`src/hw/rtl/broadcast_stride_address_generator_macros.svh`:
```
// Assertion macros for the module that checks its own logic.
// They expect signals named clk and arst_n in the scope of use.
`ifndef BROADCAST_STRIDE_ADDRESS_GENERATOR_MACROS_SVH
`define BROADCAST_STRIDE_ADDRESS_GENERATOR_MACROS_SVH

`define BSAG_ASSERT_IMPL(lbl, ante, cons, msg) \
	lbl: assert property (@(posedge clk) disable iff (!arst_n) (ante) |-> (cons)) else $error(msg);

`define BSAG_ASSERT_NEXT(lbl, ante, cons, msg) \
	lbl: assert property (@(posedge clk) disable iff (!arst_n) (ante) |=> (cons)) else $error(msg);

`endif

```
`src/hw/rtl/bsag_pkg.sv`:
```
package bsag_pkg;

	localparam int NUM_DIMS    = 3;
	localparam int DIM_CNT_W   = 2;
	localparam int OFS_W       = 48;
	localparam int STRIDE_W    = 31;
	localparam int EXT_SLOT_W  = 16;
	localparam int EXTENTS_W   = NUM_DIMS * EXT_SLOT_W;
	localparam int CFG_IDX_W   = 3;
	localparam int CFG_DATA_W  = 48;
	localparam int IN_TDATA_W  = 8;
	localparam int OUT_TDATA_W = 3 * OFS_W;

	typedef enum logic [CFG_IDX_W-1:0] {
		REG_DIM_COUNT  = 3'd0,
		REG_EXTENTS    = 3'd1,
		REG_A_STRIDE_0 = 3'd2,
		REG_A_STRIDE_1 = 3'd3,
		REG_A_STRIDE_2 = 3'd4,
		REG_B_STRIDE_0 = 3'd5,
		REG_B_STRIDE_1 = 3'd6,
		REG_B_STRIDE_2 = 3'd7
	} cfg_reg_t;

	typedef struct packed {
		logic [DIM_CNT_W-1:0]               dim_count;
		logic [EXTENTS_W-1:0]               extents;
		logic [NUM_DIMS-1:0][STRIDE_W-1:0]  a_stride;
		logic [NUM_DIMS-1:0][STRIDE_W-1:0]  b_stride;
	} cfg_t;

	typedef struct packed {
		logic [OFS_W-1:0] lin;
		logic             last;
	} meta_t;

endpackage

```
`src/hw/rtl/bsag_cfg.sv`:
```
module bsag_cfg
	import bsag_pkg::*;
(
	input  logic                  clk,
	input  logic                  arst_n,
	input  logic                  cfg_we,
	input  logic [CFG_IDX_W-1:0]  cfg_index,
	input  logic [CFG_DATA_W-1:0] cfg_wdata,
	output cfg_t                  cfg
);

	cfg_t cfg_q;

	always_ff @(posedge clk or negedge arst_n) begin
		if (!arst_n) begin
			cfg_q.dim_count <= DIM_CNT_W'(1);
			cfg_q.extents   <= EXTENTS_W'(1);
			cfg_q.a_stride  <= '0;
			cfg_q.b_stride  <= '0;
		end else if (cfg_we) begin
			case (cfg_reg_t'(cfg_index))
				REG_DIM_COUNT:  cfg_q.dim_count   <= cfg_wdata[DIM_CNT_W-1:0];
				REG_EXTENTS:    cfg_q.extents     <= cfg_wdata[EXTENTS_W-1:0];
				REG_A_STRIDE_0: cfg_q.a_stride[0] <= cfg_wdata[STRIDE_W-1:0];
				REG_A_STRIDE_1: cfg_q.a_stride[1] <= cfg_wdata[STRIDE_W-1:0];
				REG_A_STRIDE_2: cfg_q.a_stride[2] <= cfg_wdata[STRIDE_W-1:0];
				REG_B_STRIDE_0: cfg_q.b_stride[0] <= cfg_wdata[STRIDE_W-1:0];
				REG_B_STRIDE_1: cfg_q.b_stride[1] <= cfg_wdata[STRIDE_W-1:0];
				REG_B_STRIDE_2: cfg_q.b_stride[2] <= cfg_wdata[STRIDE_W-1:0];
				default: begin
				end
			endcase
		end
	end

	assign cfg = cfg_q;

endmodule

```
`config.mk`:
```
export PLATFORM = sky130hd
export DESIGN_NAME = bsag_cfg
export DESIGN_NICKNAME = d
export VERILOG_FILES = /design/src/hw/rtl/broadcast_stride_address_generator_macros.svh /design/src/hw/rtl/bsag_pkg.sv /design/src/hw/rtl/bsag_cfg.sv
export SDC_FILE = /design/constraint.sdc
export NUM_CORES = 1
export LEC_CHECK = 0
export BUFFER_PORTS_ARGS = -buffer_cell sky130_fd_sc_hd__buf_2
export CORE_MARGIN = 4
export CORE_UTILIZATION = 54
export DETAILED_ROUTE_END_ITERATION = 12
export GPL_TIMING_DRIVEN = 1
export PLACE_DENSITY = 0.84
export RECOVER_POWER = 50
export SYNTH_ARGS = -nofsm -noshare
export SYNTH_HDL_FRONTEND = slang
export SYNTH_SLANG_ARGS = --single-unit
```
`constraint.sdc`:
```
create_clock -name clk -period 1.6 [get_ports clk]
set_input_delay 0.16 -clock clk [delete_from_list [all_inputs] [get_ports clk]]
set_output_delay 0.16 -clock clk [all_outputs]
set_load 0.01 [all_outputs]
```
After elaboration in Yosys (flattened, before gate mapping)
Cells that the tools add are included.

storage, ports and cells
  register bits = 236
  latch bits = 0
  RAM bits = 0
  bits in read-only memories = 0
  memories = 0

operators by class
  $add $sub $neg = 0
  multiply operators = 0
  divide/modulo/power cells = 0
  order comparisons = 0
  equality and inequality tests = 7
  shift operators = 0
  mux-type cells = 0
  bitwise logic cells = 0
  reduce and logical (&&, ||, !) cells = 9

operators by type and width
  operator                                                                number
  2-bit AND reduction                                                     8
  3-bit equality test (second input constant)                             4
  3-bit by 2-bit equality test with 1-bit output (second input constant)  2
  3-bit by 1-bit equality test with 1-bit output (second input constant)  1
  3-bit logical NOT                                                       1

Longest topological paths before layout
Gate-level depths: netlist of the first run.

  word-level depth = 2
  mapped depth = 4

Worst setup path before layout of the first run
Ideal clock, no wire load.

  kind = in2reg
  start point = input cfg_index[2]
  end point = register cfg_q, in the netlist cfg[198]
  arrival = 1.060 ns
  required time = 1.475 ns
  setup slack = 0.415 ns
  stages on the path = 4
  cells stage by stage = and4bb_1 buf_6 buf_6 mux2_4

on the way
  cells in the longest elaborated chain, start to end = 2

RTL lines
  item                                            line            text
  from (decl)                                     bsag_cfg.sv:7   input logic [CFG_IDX_W-1:0] cfg_index,
  3-bit by 1-bit equality test with 1-bit output  bsag_cfg.sv:21  case (cfg_reg_t'(cfg_index))
  2-bit AND reduction (no line)                   n/a
  to (decl)                                       bsag_cfg.sv:12  cfg_t cfg_q;

Every way passes these cells.
A chain may end at the register's enable or synchronous reset.

Worst setup path after layout of the first run
  start point = input cfg_index[1]
  end point = register cfg_q, in the netlist cfg[86]

on the way
  cells in the longest elaborated chain, start to end = 2

RTL lines
  item                           line
  3-bit equality test            bsag_cfg.sv:21
  2-bit AND reduction (no line)  n/a

Every way passes these cells.

==> results of run 1 <==
## placed cells by master (no fill, tap or decap)
cell and n:
clkinv_2 7, nand4b_1 3, dfstp_2 2, nand4_1 1
mux2_1 22, mux2_2 210, buf_2 288, clkbuf_1 12
bufinv_16 2, clkbuf_2 6, clkbuf_8 5, buf_8 1
and4bb_1 1, clkbuf_4 3, buf_4 1, nor4b_1 1
clkbuf_16 25, dlygate4sd3_1 40, clkinvlp_4 1, buf_12 1
and4bb_2 1, mux2_4 4, dfrtp_1 234, and4bb_4 1
## cell type report
cell class | instances | area share [%]
Timing Repair Buffer | 348 | 16.8
Multi-Input combinational cell | 244 | 23.5
Tap cell | 216 | 2.31
Clock buffer | 34 | 6.06
Sequential cell | 236 | 50.4
Clock inverter | 10 | 0.876
## cells in the mapped netlist
master | number | area, um2
dfrtp_1 | 234 | 5860
nand4b_1 | 3 | 26.3
mux2_1 | 4 | 45.0
and4bb_1 | 1 | 12.5
and4bb_2 | 2 | 25.0
nand4_1 | 1 | 6.26
nor4b_1 | 1 | 8.76
dfstp_2 | 2 | 52.6
mux2_4 | 20 | 300
buf_2 | 20 | 100
buf_6 | 3 | 33.8
mux2_2 | 212 | 2390
## metal layers
metal  GRT usage, %  vias to the layer above  share of wire [%]  wire (um)
met1           31.0                     2985                 38       8790
li1               -                     2500                  -          -
met5              0                        -                  0          0
met3           5.88                       63                7.1       1650
met2           44.1                      233                 52      12100
met4           9.85                        0                3.5        826
## power by group
group          internal, W  leakage, nW  switching, W
sequential         0.00730         2.83      0.000721
clock              0.00341        0.405       0.00223
combinational      0.00197         2.45       0.00199
total               0.0127         5.68       0.00494
## cells by family after synthesis
| kind of cell | count (synthesis) | synth area share (%) |
|---|---|---|
| flip-flops | 236 | 66.7 |
| AND/OR/NAND/NOR | 8 | 0.890 |
| buffers and inverters | 23 | 1.51 |
| multiplexers | 236 | 30.9 |
## per-stage QoR
| stage | cells | worst slack, ps | hold slack, ps | cell area [um2] |
|---|---|---|---|---|
| final | 1088 | 200 | 15.7 | 11700 |
| after global routing | 1088 | 150 | 1.72 | 11700 |
| after CTS | 1088 | 244 | 0.0824 | 11900 |
| after detailed placement | 1004 | 122 | 114 | 10700 |
| after global placement | 1004 | 181 | 106 | 10700 |
| after floorplan | 503 | 415 | -136 | 8850 |
## worst paths after layout
| kind | from | endpoint | depth (start not counted) | slack, ps |
|---|---|---|---|---|
| worst min-delay path | cfg_wdata[30] | cfg[216] | 2 | 20 |
| min in group asynchronous | arst_n | cfg[13] | 2 | 170 |
| worst max-delay path | cfg_index[1] | cfg[86] | 4 | 200 |
| max in group asynchronous | arst_n | cfg[11] | 3 | 480 |
| worst min register to register | cfg[160] | cfg[160] | 1 | 490 |
| worst max register to register | cfg[123] | cfg[123] | 1 | 760 |
## timing repair
item	CTS	global route
hold buffers	40	0
endpoints found under the setup margin	0	0
gates resized for setup	0	0
hold endpoints to repair	293	0
==> impl_results.md, run 1 <==
- Root Driver: clkbuf_16
- Worst Setup Path Type: input pin to register
- Synth Warn #: 0
- Reg area: 0.00591 mm2
- Core Area: 0.0160 mm2
- Die X: 136 um
- First-pass GRT wire length: 36.9 mm
- Slew Limit Fails: 0
- Worst-Skew Late Latency: 500 ps
- Max-Cap Viols: 0
- Layout Skew: 0 ps
- Family with the most delay on the worst path: buffers and inverters
- Vias in the first global route: 6459
- Post-DRT Antenna Nets: 0
- Cells after synthesis: 503
- Total power: approximately 0.018 W
- DIE AREA: 0.0185 mm2
- Critical Path Source Type: input pin
- Worst setup EP type: register
- Leakage: 5.68 nW
- Number of remaining DRC errors: 0
- Antenna violations before repair: 0
- Sequential-to-total area share from yosys stat: about 67%
- Crit-path slowest cell: clkbuf_1
- Final Hold Viols: 0
- CTS HTree Levels: 1
- Total CTS buffers: 24
- Die H: 136 um
- CP most frequent cell: clkbuf_1
- Unrepaired setup endpoints after global routing: false
- Clock-pin slew on the worst setup and hold paths: 60 ps
- Cell Chain, Critical Path: clkbuf_1 -> nand4_1 -> clkbuf_1 -> mux2_2
- Area grow syn2layout: 32.3%
- Worst endpoint data arrival time: 1790 ps
- Final setup fails: 0
- TNS Setup: 0 ps
- Post-DP HPWL: 15.9 mm
- Synth unique cells: 12
- Core Util, Final: 73.2%
- Mapped Avg Cell Area: 17.6 um2
- Syn nets: 557
- # fillers: 1019
- Area of the multi-input gates: 0.00276 mm2
- All-Layer GR Usage: 25.4%
- Yosys reg bits: around 240
- First-pass detailed-route iteration total: 4
- Mean routed wirelength per cell: about 21 um
- Ant. Diodes: 0
- Post-CTS Setup Bufs: 0
- Power density cells: 1500 mW/mm2
- Clock sink count: between 200 and 250
- Starting Density: a little under three fifths
- VDD IR max: 0.000961 V
- Max incr delay on CP: about 860 ps
- Vias: roughly 5800
- CTS tree: built
- CP Data Required Time: 1990 ps
- Share of post-route cells with drive strength above 1: 64.0%
- Mapped Area: 0.00885 mm2
- Largest net degree at the start of global routing: 57
- Std-Cell Rows: 46
- Total gr overflow: 0
- Slew HR: 24.3%
- I/O Pins: 290
- CP Buf/Inv Count: 2
- Max clock buf depth: 3
- Outcome: finished, final reports clean
- Fin crit share: 87.5%
- Least-Margin Pin Slew: 1140 ps
- Fmax: 714 MHz
- Max reg flops: 236
- Vias/cell: 5.31
- Iter 0 DRT Violations: 207
- Worst hold path class: input pin to register
- Routed WL: approximately 23 mm
- # nets final: 908
- Port buffer count: 289
- Min Tclk post-route: 1400 ps
- Placer Congestion: 0.810
- Worst-path maximum fanout: 17
Note: power is estimated with default switching activity, not from simulation.
==> run 2, diff against run 1 <==
--- a/config.mk
+++ b/config.mk
@@ -7,5 +7,5 @@
 export LEC_CHECK = 0
 export BUFFER_PORTS_ARGS = -buffer_cell sky130_fd_sc_hd__buf_2
-export CORE_MARGIN = 4
+export CORE_MARGIN = 1
 export CORE_UTILIZATION = 54
 export DETAILED_ROUTE_END_ITERATION = 12
==> constraint.sdc (replaced) <==
create_clock -name clk -period 1.6 [get_ports clk]
set_input_delay 0.08 -clock clk [delete_from_list [all_inputs] [get_ports clk]]
set_output_delay 0.08 -clock clk [all_outputs]
set_load 0.01 [all_outputs]
==> run 2 against run 1 <==
Against the previous run:
- critical path depth is the same
- clock power grew 3%
- routed wire length is essentially flat
- hold slack gained 180 ps
- die area shrank 8.6%
- non-clock buffer count grew 12
- register-to-register slack is essentially flat
- power grew 1.2%
- highest routed layer unchanged
==> impl_results.md, run 2 (synthesis results as in run 1) <==
- Outcome: finished, final reports clean
- Worst setup EP type: register
- Iter 0 DRT Violations: 221
- Die X: 130 um
- Fmax: 751 MHz
- All-Layer GR Usage: between 20% and 30%
- Reg-to-reg startpoint: cfg[7]
- Critical Path Source Type: input pin
- Max clock buf depth: 3
- Worst-path maximum fanout: 14
- Met1 WL: just under 9 mm
- Max reg flops: approximately 240
- Ant. Diodes: 0
- Cell Chain, Critical Path: clkbuf_1 -> and4bb_1 -> clkbuf_1 -> mux2_2
- CP Depth: 4
- Port buffer count: 289
- Share of post-route cells with drive strength above 1: about 64%
- Crit-path slowest cell: clkbuf_1
- Largest net degree at the start of global routing: 62
- Post-CTS Setup Bufs: 0
- Worst setup path startpoint: cfg_index[1]
- Metal3 WL: 1.50 mm
- First-pass GRT wire length: 34.9 mm
- Mean routed wirelength per cell: around 21 um
- Min Tclk post-route: 1330 ps
- Layout Skew: 0 ps
- Placer Congestion: 0.759
- Antenna violations before repair: 0
- Clock-pin slew on the worst setup and hold paths: 60 ps
- CTS tree: built
- Root Driver: clkbuf_16
- Fin crit share: 83.2%
- First-pass detailed-route iteration total: 6
- CP most frequent cell: clkbuf_1
- Starting Density: between 50% and 60%
- Max incr delay on CP: ~680 ps
- CP Buf/Inv Count: 2
- Number of remaining DRC errors: 0
- Worst Slack Setup Final: roughly 270 ps
- Core Area: 0.0159 mm2
- Final setup fails: 0
- Core Util, Final: 74.6%
- Worst-Skew Late Latency: 500 ps
- R2R depth: 1
- Family with the most delay on the worst path: buffers and inverters
- VDD IR max: 0.000991 V
- Met2 WL: between 10 and 15 mm
- Routed WL: 23.4 mm
- # nets final: slightly above 900
- Vias/cell: about 5.3
- Slew HR: between 30% and 40%
- Most common cell after layout, fill and taps aside: buf_2
- TNS Setup: 0 ps
- Power density cells: 1500 mW/mm2
- Post-DP HPWL: 15.3 mm
- Pre-CTS setup slack: 194 ps
- Max-Cap Viols: 0
- Final Hold Viols: 0
- Worst hold path class: input pin to register
- Area grow syn2layout: 34.3%
- Post-DRT Antenna Nets: 0
- DR top layer: met4
- Worst setup path endpoint: cfg[109]
- CP Data Required Time: 1990 ps
- Std-Cell Rows: 46
- Commonest non-fill, non-tap cells in the layout: 287 x buf_2, 234 x dfrtp_1, 211 x mux2_2
- Vias: approximately 5900
- Worst Setup Path Type: input pin to register
- CTS HTree Levels: 1
- Clock sink count: 236
- Vias in the first global route: 6253
- Die H: 130 um
- I/O Pins: 290
- Worst endpoint data arrival time: 1720 ps
- Leakage: around 5.8 nW
- Unrepaired setup endpoints after global routing: false
- Total gr overflow: 0
- Least-Margin Pin Slew: 924 ps
- Total CTS buffers: 24
- Slew Limit Fails: 0
- DIE AREA: 0.0169 mm2
- Worst R2R End: cfg[7]
- Setup slack, reg-to-reg: roughly 760 ps
[run 2: where the power goes]
group          total (W)  switching (W)  internal [W]
Combinational    0.00398        0.00199       0.00199
Clock            0.00581        0.00228       0.00353
Sequential       0.00803       0.000736       0.00730
Total             0.0178        0.00500        0.0128
[run 2: metrics by stage]
| step | hold slack [ps] | std cells | cell area [um2] | power [W] |
|---|---|---|---|---|
| floorplan | -216 | 503 | 8850 | 0.00994 |
| global placement | 49.3 | 1007 | 10700 | 0.0118 |
| detailed placement | 55.9 | 1007 | 10700 | 0.0121 |
| CTS | 118 | 1100 | 12000 | 0.0180 |
| global route | 187 | 1100 | 11900 | 0.0186 |
| finish | 198 | 1100 | 11900 | 0.0178 |
[run 2: worst min-delay path, delay by kind of cell]
| family | cells | cell delay [ps] |
|---|---|---|
| and+or+nand+nor | 1 | 80 |
| buffers and inverters | 2 | 290 |
| muxes | 1 | 210 |
[run 2: layout make-up]
cell class | count | area, um2
Clock inverter | 9 | 124
Clock buffer | 35 | 703
Sequential cell | 236 | 5910
Multi-Input combinational cell | 244 | 2750
Timing Repair Buffer | 360 | 2140
Tap cell | 216 | 270
Fill cell | 982 | 4050
[run 2: how the worst min path moves through the flow]
stage                       from        to  slack [ps]  cells past startpoint
floorplan                 arst_n    cfg[0]        -220                      0
global placement          arst_n  cfg[140]          50                      1
detailed placement        arst_n  cfg[140]          60                      1
CTS                       arst_n  cfg[140]         120                      2
global route        cfg_index[2]  cfg[235]         190                      4
finish              cfg_index[0]  cfg[234]         200                      4
[run 2: per-layer routing]
metal / vias to the layer above / global-route usage (%)
li1: 2528 / -
met1: 3030 / 32.3
met2: 257 / 48.7
met3: 48 / 6.31
met4: 0 / 9.85
met5: - / 0
[run 2: what timing repair did]
item	CTS	global route
gates resized for setup	0	0
hold buffers	49	0
hold endpoints to repair	472	0
