### src/hw/rtl/broadcast_stride_address_generator_macros.svh
// Assertion macros for the module that checks its own logic.
// They expect signals named clk and arst_n in the scope of use.
`ifndef BROADCAST_STRIDE_ADDRESS_GENERATOR_MACROS_SVH
`define BROADCAST_STRIDE_ADDRESS_GENERATOR_MACROS_SVH

`define BSAG_ASSERT_IMPL(lbl, ante, cons, msg) \
	lbl: assert property (@(posedge clk) disable iff (!arst_n) (ante) |-> (cons)) else $error(msg);

`define BSAG_ASSERT_NEXT(lbl, ante, cons, msg) \
	lbl: assert property (@(posedge clk) disable iff (!arst_n) (ante) |=> (cons)) else $error(msg);

`endif

### src/hw/rtl/bsag_pkg.sv
package bsag_pkg;

	localparam int NUM_DIMS    = 3;
	localparam int DIM_CNT_W   = 2;
	localparam int OFS_W       = 48;
	localparam int STRIDE_W    = 31;
	localparam int EXT_SLOT_W  = 16;
	localparam int EXTENTS_W   = NUM_DIMS * EXT_SLOT_W;
	localparam int CFG_IDX_W   = 3;
	localparam int CFG_DATA_W  = 48;
	localparam int IN_TDATA_W  = 8;
	localparam int OUT_TDATA_W = 3 * OFS_W;

	typedef enum logic [CFG_IDX_W-1:0] {
		REG_DIM_COUNT  = 3'd0,
		REG_EXTENTS    = 3'd1,
		REG_A_STRIDE_0 = 3'd2,
		REG_A_STRIDE_1 = 3'd3,
		REG_A_STRIDE_2 = 3'd4,
		REG_B_STRIDE_0 = 3'd5,
		REG_B_STRIDE_1 = 3'd6,
		REG_B_STRIDE_2 = 3'd7
	} cfg_reg_t;

	typedef struct packed {
		logic [DIM_CNT_W-1:0]               dim_count;
		logic [EXTENTS_W-1:0]               extents;
		logic [NUM_DIMS-1:0][STRIDE_W-1:0]  a_stride;
		logic [NUM_DIMS-1:0][STRIDE_W-1:0]  b_stride;
	} cfg_t;

	typedef struct packed {
		logic [OFS_W-1:0] lin;
		logic             last;
	} meta_t;

endpackage

### src/hw/rtl/bsag_step.sv
module bsag_step
	import bsag_pkg::*;
#(
	parameter int EXTENT_BITS = 16
) (
	input  logic                                  clk,
	input  logic                                  arst_n,
	input  cfg_t                                  cfg,
	input  logic                                  fire,
	input  logic                                  restart,
	output logic                                  emit,
	output logic [NUM_DIMS-1:0][EXTENT_BITS-1:0]  nxt_idx,
	output meta_t                                 nxt_meta
);

	logic [NUM_DIMS-1:0][EXTENT_BITS-1:0] idx_q;
	logic [OFS_W-1:0]                     lin_q;
	logic                                 walk_q;

	logic [DIM_CNT_W-1:0]                 n_used;
	logic [NUM_DIMS-1:0]                  used;
	logic [NUM_DIMS-1:0][EXTENT_BITS-1:0] ext;
	logic [NUM_DIMS-1:0][EXTENT_BITS:0]   inc;
	logic [NUM_DIMS-1:0]                  wrap;
	logic [NUM_DIMS-1:0][EXTENT_BITS-1:0] adv_idx;
	logic [NUM_DIMS-1:0]                  at_end;
	logic                                 zero_ext;
	logic                                 carry;
	logic                                 step_req;

	assign n_used = (cfg.dim_count == '0) ? DIM_CNT_W'(1) : cfg.dim_count;

	// The innermost used dimension always counts; a carry ripples outward.
	always_comb begin
		carry    = 1'b1;
		zero_ext = 1'b0;
		for (int k = NUM_DIMS - 1; k >= 0; k--) begin
			used[k] = DIM_CNT_W'(k) < n_used;
			ext[k]  = cfg.extents[k*EXT_SLOT_W +: EXTENT_BITS];
			inc[k]  = {1'b0, idx_q[k]} + (EXTENT_BITS+1)'(1);
			wrap[k] = inc[k] >= {1'b0, ext[k]};
			if (used[k]) begin
				if (ext[k] == '0) begin
					zero_ext = 1'b1;
				end
				if (carry) begin
					adv_idx[k] = wrap[k] ? '0 : inc[k][EXTENT_BITS-1:0];
				end else begin
					adv_idx[k] = idx_q[k];
				end
				carry = carry & wrap[k];
			end else begin
				adv_idx[k] = '0;
			end
		end
	end

	always_comb begin
		for (int k = 0; k < NUM_DIMS; k++) begin
			nxt_idx[k] = restart ? '0 : adv_idx[k];
			at_end[k]  = !used[k] ||
				(({1'b0, nxt_idx[k]} + (EXTENT_BITS+1)'(1)) >= {1'b0, ext[k]});
		end
	end

	assign step_req      = fire && (restart || walk_q);
	assign emit          = step_req && !zero_ext;
	assign nxt_meta.lin  = restart ? '0 : lin_q + OFS_W'(1);
	assign nxt_meta.last = &at_end;

	always_ff @(posedge clk or negedge arst_n) begin
		if (!arst_n) begin
			idx_q  <= '0;
			lin_q  <= '0;
			walk_q <= 1'b0;
		end else if (emit) begin
			idx_q  <= nxt_idx;
			lin_q  <= nxt_meta.lin;
			walk_q <= !nxt_meta.last;
		end else if (step_req) begin
			walk_q <= 1'b0;
			if (restart) begin
				idx_q <= '0;
				lin_q <= '0;
			end
		end
	end

endmodule

### config.mk
export PLATFORM = sky130hd
export DESIGN_NAME = bsag_step
export DESIGN_NICKNAME = d
export VERILOG_FILES = /design/src/hw/rtl/broadcast_stride_address_generator_macros.svh /design/src/hw/rtl/bsag_pkg.sv /design/src/hw/rtl/bsag_step.sv
export SDC_FILE = /design/constraint.sdc
export NUM_CORES = 1
export LEC_CHECK = 0
export BUFFER_PORTS_ARGS = -buffer_cell sky130_fd_sc_hd__buf_2
export CAP_MARGIN = 10
export CORE_ASPECT_RATIO = 0.7
export CORE_MARGIN = 1.5
export CORE_UTILIZATION = 56
export DETAILED_ROUTE_END_ITERATION = 12
export PLACE_DENSITY = 0.88
export SETUP_SLACK_MARGIN = 0.5
export SYNTH_ARGS = -nofsm -noshare
export SYNTH_HDL_FRONTEND = slang
export SYNTH_SLANG_ARGS = --single-unit
### constraint.sdc
create_clock -name clk -period 12.9 [get_ports clk]
set_input_delay 1.29 -clock clk [delete_from_list [all_inputs] [get_ports clk]]
set_output_delay 1.29 -clock clk [all_outputs]
set_load 0.03 [all_outputs]
Yosys cells after proc, flatten, opt, wreduce, memory -nomap -nowiden
Cells that the tools add are included.

Reductions and logical operators: 19. Bitwise gates (word level): 1. Mux-type cells: 27. Order comparisons: 9. $add $sub $neg: 7.

Operators with widths (number): 48-bit 2-to-1 mux (5); 16-bit 2-to-1 mux (11); 16-bit by 1-bit adder with 17-bit output (second input constant) (6); 17-bit by 16-bit >= comparator with 1-bit output (6); 48-bit by 1-bit adder with 48-bit output (second input constant) (1); 16-bit zero test (3); 1-bit 2-to-1 mux (10); 1-bit zero test (5); 1-bit logical OR (4); 1-bit by 2-bit less-than comparator with 1-bit output (first input constant) (2); 2-bit nonzero test (2); 3-bit AND reduction (1); 1-bit logical AND (2); 2-bit zero test (1); 2-bit less-than comparator (first input constant) (1); 2-bit 2-to-1 mux (1); 2-bit AND reduction (1); 1-bit AND (1).

Register bits after elaboration: 97. Output and inout port bits: 98. Bits of input ports: 240. Logic and storage cells: 68.

Depth between registers and ports, before layout
Gate-level depths: netlist of run 1.

Word-level depth: 15. Gate-level depth with buffers: 35. Gate-level depth less buffers: 33.

Worst setup path before layout of run 1
Ideal clock, no wire load.

Path type: reg-to-output. From: reg idx_q[32] (netlist bit). To: out nxt_meta[0] (netlist bit). Cell stages (with the launch flop): 32. Setup slack: 5178 ps. Arrival: 6432 ps. Data required time: 11610 ps. Path buffers: 3. Cell sequence: dfrtp_1 -> ha_1 -> inv_1 -> nor3_2 -> nand4_1 -> xor2_1 -> inv_1 -> ha_1 -> a211oi_1 -> o211ai_1 -> a221oi_2 -> o21a_2 -> buf_4 -> nand2b_1 -> clkbuf_1 -> clkbuf_1 -> nor2_1 -> ha_1 -> and4_1 -> nor4b_1 -> xnor2_1 -> nor2_1 -> ha_1 -> nand4_1 -> nor2_1 -> nand2_1 -> a21oi_1 -> o211ai_1 -> a21boi_0 -> a311oi_1 -> a31oi_1 -> and2_1.

RTL lines: start, declared (RTL line bsag_step.sv:16) `logic [NUM_DIMS-1:0][EXTENT_BITS-1:0] idx_q;`; start signal, assigned (RTL line bsag_step.sv:77) `idx_q <= nxt_idx;`; end, declared (RTL line bsag_step.sv:13) `output meta_t nxt_meta`.

==> impl_metrics.csv, run 1 <==
group,metric,value,unit
clocking,post_cts_resize_count,0,
routing,detail_route.first_pass.iterations,5,
layout,drive_gt1_share,16.45,%
setup_path,cp.required,11.61,ns
global_route,grt_max_degree,84,
sta,timing.final.ws_setup,3.762,ns
layout,finalNonFillerCells,1568,
synth,synth-main-ff-cell,"dfrtp_1",
sta,fin_tns_setup,0,ns
sta,rsz0062_at_grt,"no",
sta,setup_viol_count_final,0,
synth,syn_inst,1225,
synth,synthMuxAreaShare,0.3250,%
power,power,724.6,uW
global_route,grtUsageMet2,46.27,%
sta,timing.final.crit_share,70.84,%
run_status,outcome,"completed",
global_route,antenna_found_initial,0,
synth,synth_seq_cells,97,
floorplanning,num_rows,40,
placement,place_ws,4.303,ns
power,pwr_density_cell,64.80,mW/mm2
layout,area_delta_synth_final,11.70,%
routing,initialDrtViolationCount,1261,
global_route,met3_usage,6.746,%
synth,yosysSeqAreaShare,24.25,%
flow_run,cap_violations,0,
global_route,gr-total-overflow,0,
clocking,cts_tree,"yes",
synth,synth_cell_types,89,
setup_path,critPathArrivalTime,7.85,ns
floorplanning,initial_core_util,57.81,%
clocking,clk_latency,0.35,ns
synth,synth_area_leaders,"dfrtp_1 (24%), ha_1 (13%), a22o_1 (6.5%)",
synth,synth.yosys.warnings,0,
placement,place_inst,1552,
placement,gp_congestion,0.9617,
floorplanning,dieArea,0.01870,mm2
clocking,cts.htree.levels,3,
global_route,gr-usage-met1,45.45,%
layout,n_antenna_cell,0,
clocking,clk_pin_slew_worst_paths,0.07,ns
floorplanning,ios,338,
routing,drc,0,
global_route,grt_pass1_vias,9119,
power,p_leak,0.005531,uW
hold_path,hp-class,"flip-flop to flip-flop",
floorplanning,coreArea,0.01732,mm2
setup_path,cpLargestDelayFamily,"simple AND/OR/NAND/NOR gates",
clocking,cts_sinks,97,
routing,num_vias,10010,
global_route,grt_usage,30.92,%
setup_path,crit_top_cell,"ha_1",
clocking,clock_path_buffers,2,
placement,numPortBuffers,151,
sta,fin_crit,9.138,ns
routing,post_drt_wl_per_cell,18.49,um
setup_path,start_kind,"flip-flop",
synth,synth.net_count,1568,
synth,synth_top_family_by_area,"simple AND/OR/NAND/NOR gates",
synth,synth_async_sr_flop_share,100.0,%
synth,synth_top_area_cell,"dfrtp_1",
clocking,cts-root-buf,"clkbuf_16",
sta,tightest_slew,0.9172,ns
sta,clock_skew,0.01018,ns
sta,relSlewSlack,38.85,%
setup_path,critPathBufInv,4,
power,ir_drop,0.05738,mV
global_route,top_usage_layer,"met2",
layout,fin_nets,1675,
synth,synth_area,0.01001,mm2
synth,synth_compound_area_share,19.69,%
setup_path,worstSetupPathType,"flip-flop to primary output",
synth,synthSimpleGateAreaFrac,25.37,%
setup_path,path_max_fanout,22,
setup_path,critical_path.max_stage_delay,0.65,ns
clocking,post_cts_buffers,0,
synth,synthAdderAreaFrac,12.87,%
synth,synth-edff-count,0,
clocking,cts-hold-fix-buffers,0,
placement,hpwl,22.26,mm
sta,slew_violations,0,
clocking,numCtsBuffers,9,
floorplanning,die_h,114.9,um
routing,viasPerCell,6.384,
sta,final_hold_viol_count,0,
routing,postRouteAntennaNets,0,
sta,fmax,0.1094,GHz
routing,routed_wl,28.99,mm
synth,netlist.area_leader.share,24.25,%
setup_path,slowest_stage,"nor4b_1",
global_route,grt_pass1_wl,46.64,mm
setup_path,crit_path_end_kind,"primary output",
synth,syn_avg_cell_area,8.172,um2
synth,synth_xor_area_share,11.72,%
floorplanning,die_x,162.8,um
==> tightest hold or removal path, cell delays in order (launching register included) <==
cell and delay, ns:
dfrtp_1 0.37, nand2_1 0.06, o21ai_0 0.06
==> registers in the layout, summed over array words and instances, names as in the netlist <==
| name | flops |
|---|---|
| idx_q | 48 |
| walk_q | 1 |
| lin_q | 48 |
==> through the flow <==
stage / utilization (%) / instance area [um2] / hold slack [ns]
floorplan: - / 10010 / 0.4796
global placement: 62.75 / 10870 / 0.5045
detailed placement: 62.75 / 10870 / 0.5082
CTS: 64.57 / 11180 / 0.5246
global route: 64.57 / 11180 / 0.5593
finish: 64.57 / 11180 / 0.5273
==> final timing paths <==
path | from | to | slack (ns) | depth (start not counted)
setup / recovery | idx_q[32]$_DFFE_PN0P_ | nxt_meta[0] | 3.76 | 30
hold / removal | lin_q[44]$_DFFE_PN0P_ | lin_q[44]$_DFFE_PN0P_ | 0.53 | 2
setup reg to reg | idx_q[32]$_DFFE_PN0P_ | walk_q$_DFFE_PN0P_ | 5.46 | 29
hold reg to reg | lin_q[44]$_DFFE_PN0P_ | lin_q[44]$_DFFE_PN0P_ | 0.53 | 2
max in group asynchronous | arst_n | lin_q[10]$_DFFE_PN0P_ | 10.89 | 2
min in group asynchronous | arst_n | lin_q[28]$_DFFE_PN0P_ | 0.94 | 1
==> cells in the mapped netlist, types with 3 or more instances <==
| cell type | instances |
|---|---|
| nor2_1 | 122 |
| ha_1 | 103 |
| nand2_1 | 103 |
| dfrtp_1 | 97 |
| inv_1 | 83 |
| a22o_1 | 74 |
| xnor2_1 | 68 |
| xor2_1 | 66 |
| nand3_1 | 58 |
| a21oi_1 | 45 |
| nand4_1 | 43 |
| o21ai_0 | 42 |
| clkbuf_1 | 35 |
| nor3_1 | 27 |
| and3_1 | 26 |
| nor4_1 | 18 |
| nor2b_1 | 17 |
| buf_2 | 13 |
| nand2b_1 | 12 |
| o21a_1 | 12 |
| buf_1 | 9 |
| o2bb2ai_1 | 9 |
| a211oi_1 | 8 |
| or3_1 | 8 |
| and2_1 | 6 |
| o211ai_1 | 6 |
| a21o_1 | 5 |
| a31oi_1 | 5 |
| and4_1 | 5 |
| nand3b_1 | 5 |
| or2_2 | 5 |
| a22oi_1 | 4 |
| nor4_2 | 4 |
| o22ai_1 | 4 |
| o31ai_1 | 4 |
| a32o_1 | 3 |
| nor4b_2 | 3 |
==> layout by cell type (no fill, tap or decap), types with 4 or more instances in the layout <==
master | synthesis | final
buf_2 | 13 | 150
nor2_1 | 122 | 122
nand2_1 | 103 | 103
ha_1 | 103 | 103
dfrtp_1 | 97 | 97
inv_1 | 83 | 83
a22o_1 | 74 | 74
xnor2_1 | 68 | 68
xor2_1 | 66 | 66
nand3_1 | 58 | 58
nand4_1 | 43 | 43
a21oi_1 | 45 | 43
o21ai_0 | 42 | 42
nor3_1 | 27 | 27
and3_1 | 26 | 26
nor4_1 | 18 | 18
nor2b_1 | 17 | 17
o21a_1 | 12 | 12
nand2b_1 | 12 | 12
o2bb2ai_1 | 9 | 9
clkbuf_16 | 0 | 9
a211oi_1 | 8 | 8
or3_1 | 8 | 8
buf_4 | 2 | 8
o211ai_1 | 6 | 6
and2_1 | 6 | 6
or2_2 | 5 | 5
nand3b_1 | 5 | 5
a21o_1 | 5 | 5
and4_1 | 5 | 5
a31oi_1 | 5 | 5
nor4_2 | 4 | 4
a22oi_1 | 4 | 4
o22ai_1 | 4 | 4
o31ai_1 | 4 | 4
==> power by group <==
| part | switching, uW | internal [uW] |
|---|---|---|
| clock network | 121 | 162 |
| registers | 8.98 | 309 |
| logic | 83.5 | 39.6 |
==> per-layer routing <==
layer / part of all wire (%) / vias to the layer above / wire length, um
met5: 0 / - / 0
met4: 1.8 / 0 / 522
met3: 11 / 55 / 3131
met2: 43 / 561 / 12400
met1: 45 / 4753 / 12940
li1: - / 4641 / -
==> cell type report <==
type,count,area [um2]
fill,1422,6135
clock buffer,11,252.7
sequential,97,2427
multi-input combinational,983,7028
inverter,83,311.5
clock inverter,5,62.56
tap,231,289.0
timing repair buffer,158,810.8
==> cells by family (layout without fill, tap and decap cells) <==
logic type,count (synthesis),after routing
AND/OR/NAND/NOR,484,484
adder cells (fa/ha/maj),103,103
flip-flops,97,97
AO/OA/AOI/OAI,259,259
multiplexers,3,3
buffers and inverters,145,257
XOR/XNOR,134,134
(Power assumes the default switching activity.)
==> run 2, diff against run 1 <==
- CORE_UTILIZATION: 56 -> 47
- PLACE_DENSITY: 0.88 -> 0.78
- clock period: 12.9 -> 7.4 ns (I/O delays scaled with it)
==> run 2 against run 1 <==
  * Via count increased by 8.1%
  * Non-clock buffer count grew 118
  * Count of clock-buffer cells in the layout is 1 lower
  * Global-route usage fell by 1.3 points
  * Worst setup slack worse by 3.5 ns
  * Die area rose by 19%
  * Combinational power up 120%
  * Sequential share of layout area is 2.8 points lower
  * Clock skew grew 0.0026 ns
  * Critical path depth grew 2
  * Wire length up 19%
  * Critical endpoint unchanged
  * Largest cell class unchanged
  * Largest power group unchanged
==> impl_metrics.csv, run 2 (synthesized netlist as in run 1, its figures left out) <==
group,metric,value,unit
clocking,clk_latency,0.36,ns
placement,gp_congestion,0.9675,
placement,place_ws,-0.03786,ns
floorplanning,dieArea,0.02220,mm2
routing,post_drt_wl_per_cell,19.84,um
routing,num_vias,10820,
power,p_leak,0.006389,uW
setup_path,critPathArrivalTime,6.43,ns
placement,hpwl,23.19,mm
routing,detail_route.first_pass.iterations,6,
floorplanning,initial_core_util,48.11,%
global_route,grt_usage,29.62,%
sta,timing.final.ws_setup,0.2333,ns
layout,area_delta_synth_final,29.66,%
placement,numPortBuffers,151,
clocking,cts_tree,"yes",
sta,final_hold_viol_count,0,
setup_path,critPathBufInv,9,
layout,fillCellCount,1690,
power,power,1307,uW
layout,fin_area,0.01298,mm2
floorplanning,die_x,177.4,um
global_route,antenna_found_initial,0,
layout,drive_gt1_share,31.00,%
floorplanning,ios,338,
routing,initialDrtViolationCount,1180,
clocking,cts-root-buf,"clkbuf_16",
sta,fmax,0.1395,GHz
routing,postRouteAntennaNets,0,
power,ir_drop,0.1083,mV
sta,tightest_slew,0.9953,ns
clocking,numCtsBuffers,9,
clocking,cts-hold-fix-buffers,0,
setup_path,cpLargestDelayFamily,"compound AO/OA/AOI/OAI gates",
flow_run,cap_violations,0,
sta,relSlewSlack,33.65,%
clocking,cts.htree.levels,3,
power,pwr_density_cell,100.7,mW/mm2
global_route,grt_pass1_wl,52.66,mm
layout,fin_nets,1794,
setup_path,path_max_fanout,6,
clocking,cts_sinks,97,
setup_path,crit_top_cell,"buf_4",
hold_path,hp-class,"primary input to async pin",
layout,mostFrequentLayoutCells,"buf_2 (149), buf_4 (120), nor2_1 (109), nand2_1 (100), ha_1 (94)",
clocking,clk_pin_slew_worst_paths,0.07,ns
sta,slew_violations,0,
floorplanning,die_h,125.1,um
setup_path,worstSetupPathType,"flip-flop to primary output",
setup_path,start_kind,"flip-flop",
sta,fin_crit,7.167,ns
global_route,gr-total-overflow,0,
setup_path,critical_path.max_stage_delay,0.44,ns
layout,reg_top3,"idx_q (48), lin_q (48), walk_q (1)",
floorplanning,coreArea,0.02081,mm2
routing,routed_wl,34.36,mm
layout,final_common_cell,"buf_2",
routing,drc,0,
setup_path,cp.required,6.66,ns
setup_path,slowest_stage,"dfrtp_2",
routing,viasPerCell,6.249,
placement,place_area,0.01123,mm2
global_route,grt_max_degree,83,
sta,timing.final.crit_share,96.85,%
sta,clock_skew,0.01274,ns
floorplanning,num_rows,44,
sta,setup_viol_count_final,0,
setup_path,crit_path_end_kind,"primary output",
run_status,outcome,"completed",
sta,hold_slack,0.3518,ns
sta,rsz0062_at_grt,"yes",
clocking,clock_path_buffers,2,
sta,fin_tns_setup,0,ns
global_route,grt_pass1_vias,9941,
## run 2: changes by cell type in the layout (fill, tap and decap cells not counted), moves of 11 or more
| cell | delta |
|---|---|
| dfrtp_2 | +20 |
| nor2_1 | -13 |
| nor2_4 | +11 |
| dfrtp_1 | -20 |
| buf_4 | +112 |
| xnor2_1 | -11 |
## run 2: final timing paths
kind                                       startpoint                    end  slack, ns  cells past startpoint
worst max-delay path            idx_q[32]$_DFFE_PN0P_            nxt_meta[0]       0.23                     32
min in group clk                 lin_q[9]$_DFFE_PN0P_   lin_q[9]$_DFFE_PN0P_       0.53                      1
max in group asynchronous                      arst_n  idx_q[10]$_DFFE_PN0P_       5.81                      2
worst max register to register  idx_q[32]$_DFFE_PN0P_     walk_q$_DFFE_PN0P_       1.36                     31
worst min register to register   lin_q[9]$_DFFE_PN0P_   lin_q[9]$_DFFE_PN0P_       0.53                      1
worst min-delay path                           arst_n  lin_q[32]$_DFFE_PN0P_       0.35                      1
## run 2: per-layer routing
metal / global-route usage (%) / part of all wire, %
met1: 43.54 / 43
met5: 0 / 0
met3: 6.904 / 11
met2: 42.30 / 42
met4: 9.837 / 3.4
## run 2: where the power goes
group | leakage [uW] | internal [uW] | switching, uW
registers | 0.00131 | 539 | 14.4
logic | 0.00493 | 95.3 | 170
clock network | 0.000142 | 272 | 216
total | 0.00639 | 907 | 400
## run 2: what timing repair did
item / 4_1_cts / 5_1_grt
buffers inserted: 53 / 27
pin swaps: 47 / 52
hold endpoints to repair: 0 / 0
resized for setup: 109 / 55
setup endpoints to repair: 1 / 1
gates cloned: 1 / 1
## run 2: final cells by class
cell class	instances	area [um2]	share of cell area [%]
multi-input cells	984	7802	60.11
clock inverters	5	62.56	0.4820
diodes	1	2.502	0.01928
repair buffers	276	1764	13.59
clock buffers	10	239.0	1.841
inverters	83	311.5	2.400
flip-flops and latches	97	2452	18.89
well taps	276	345.3	2.661
## run 2: through the flow
stage          util, %  std cells
2_1_floorplan        -       1225
3_3_place_gp     53.98       1634
3_5_place_dp     53.98       1634
4_1_cts          60.17       1703
5_1_grt          62.36       1731
6_report         62.37       1732
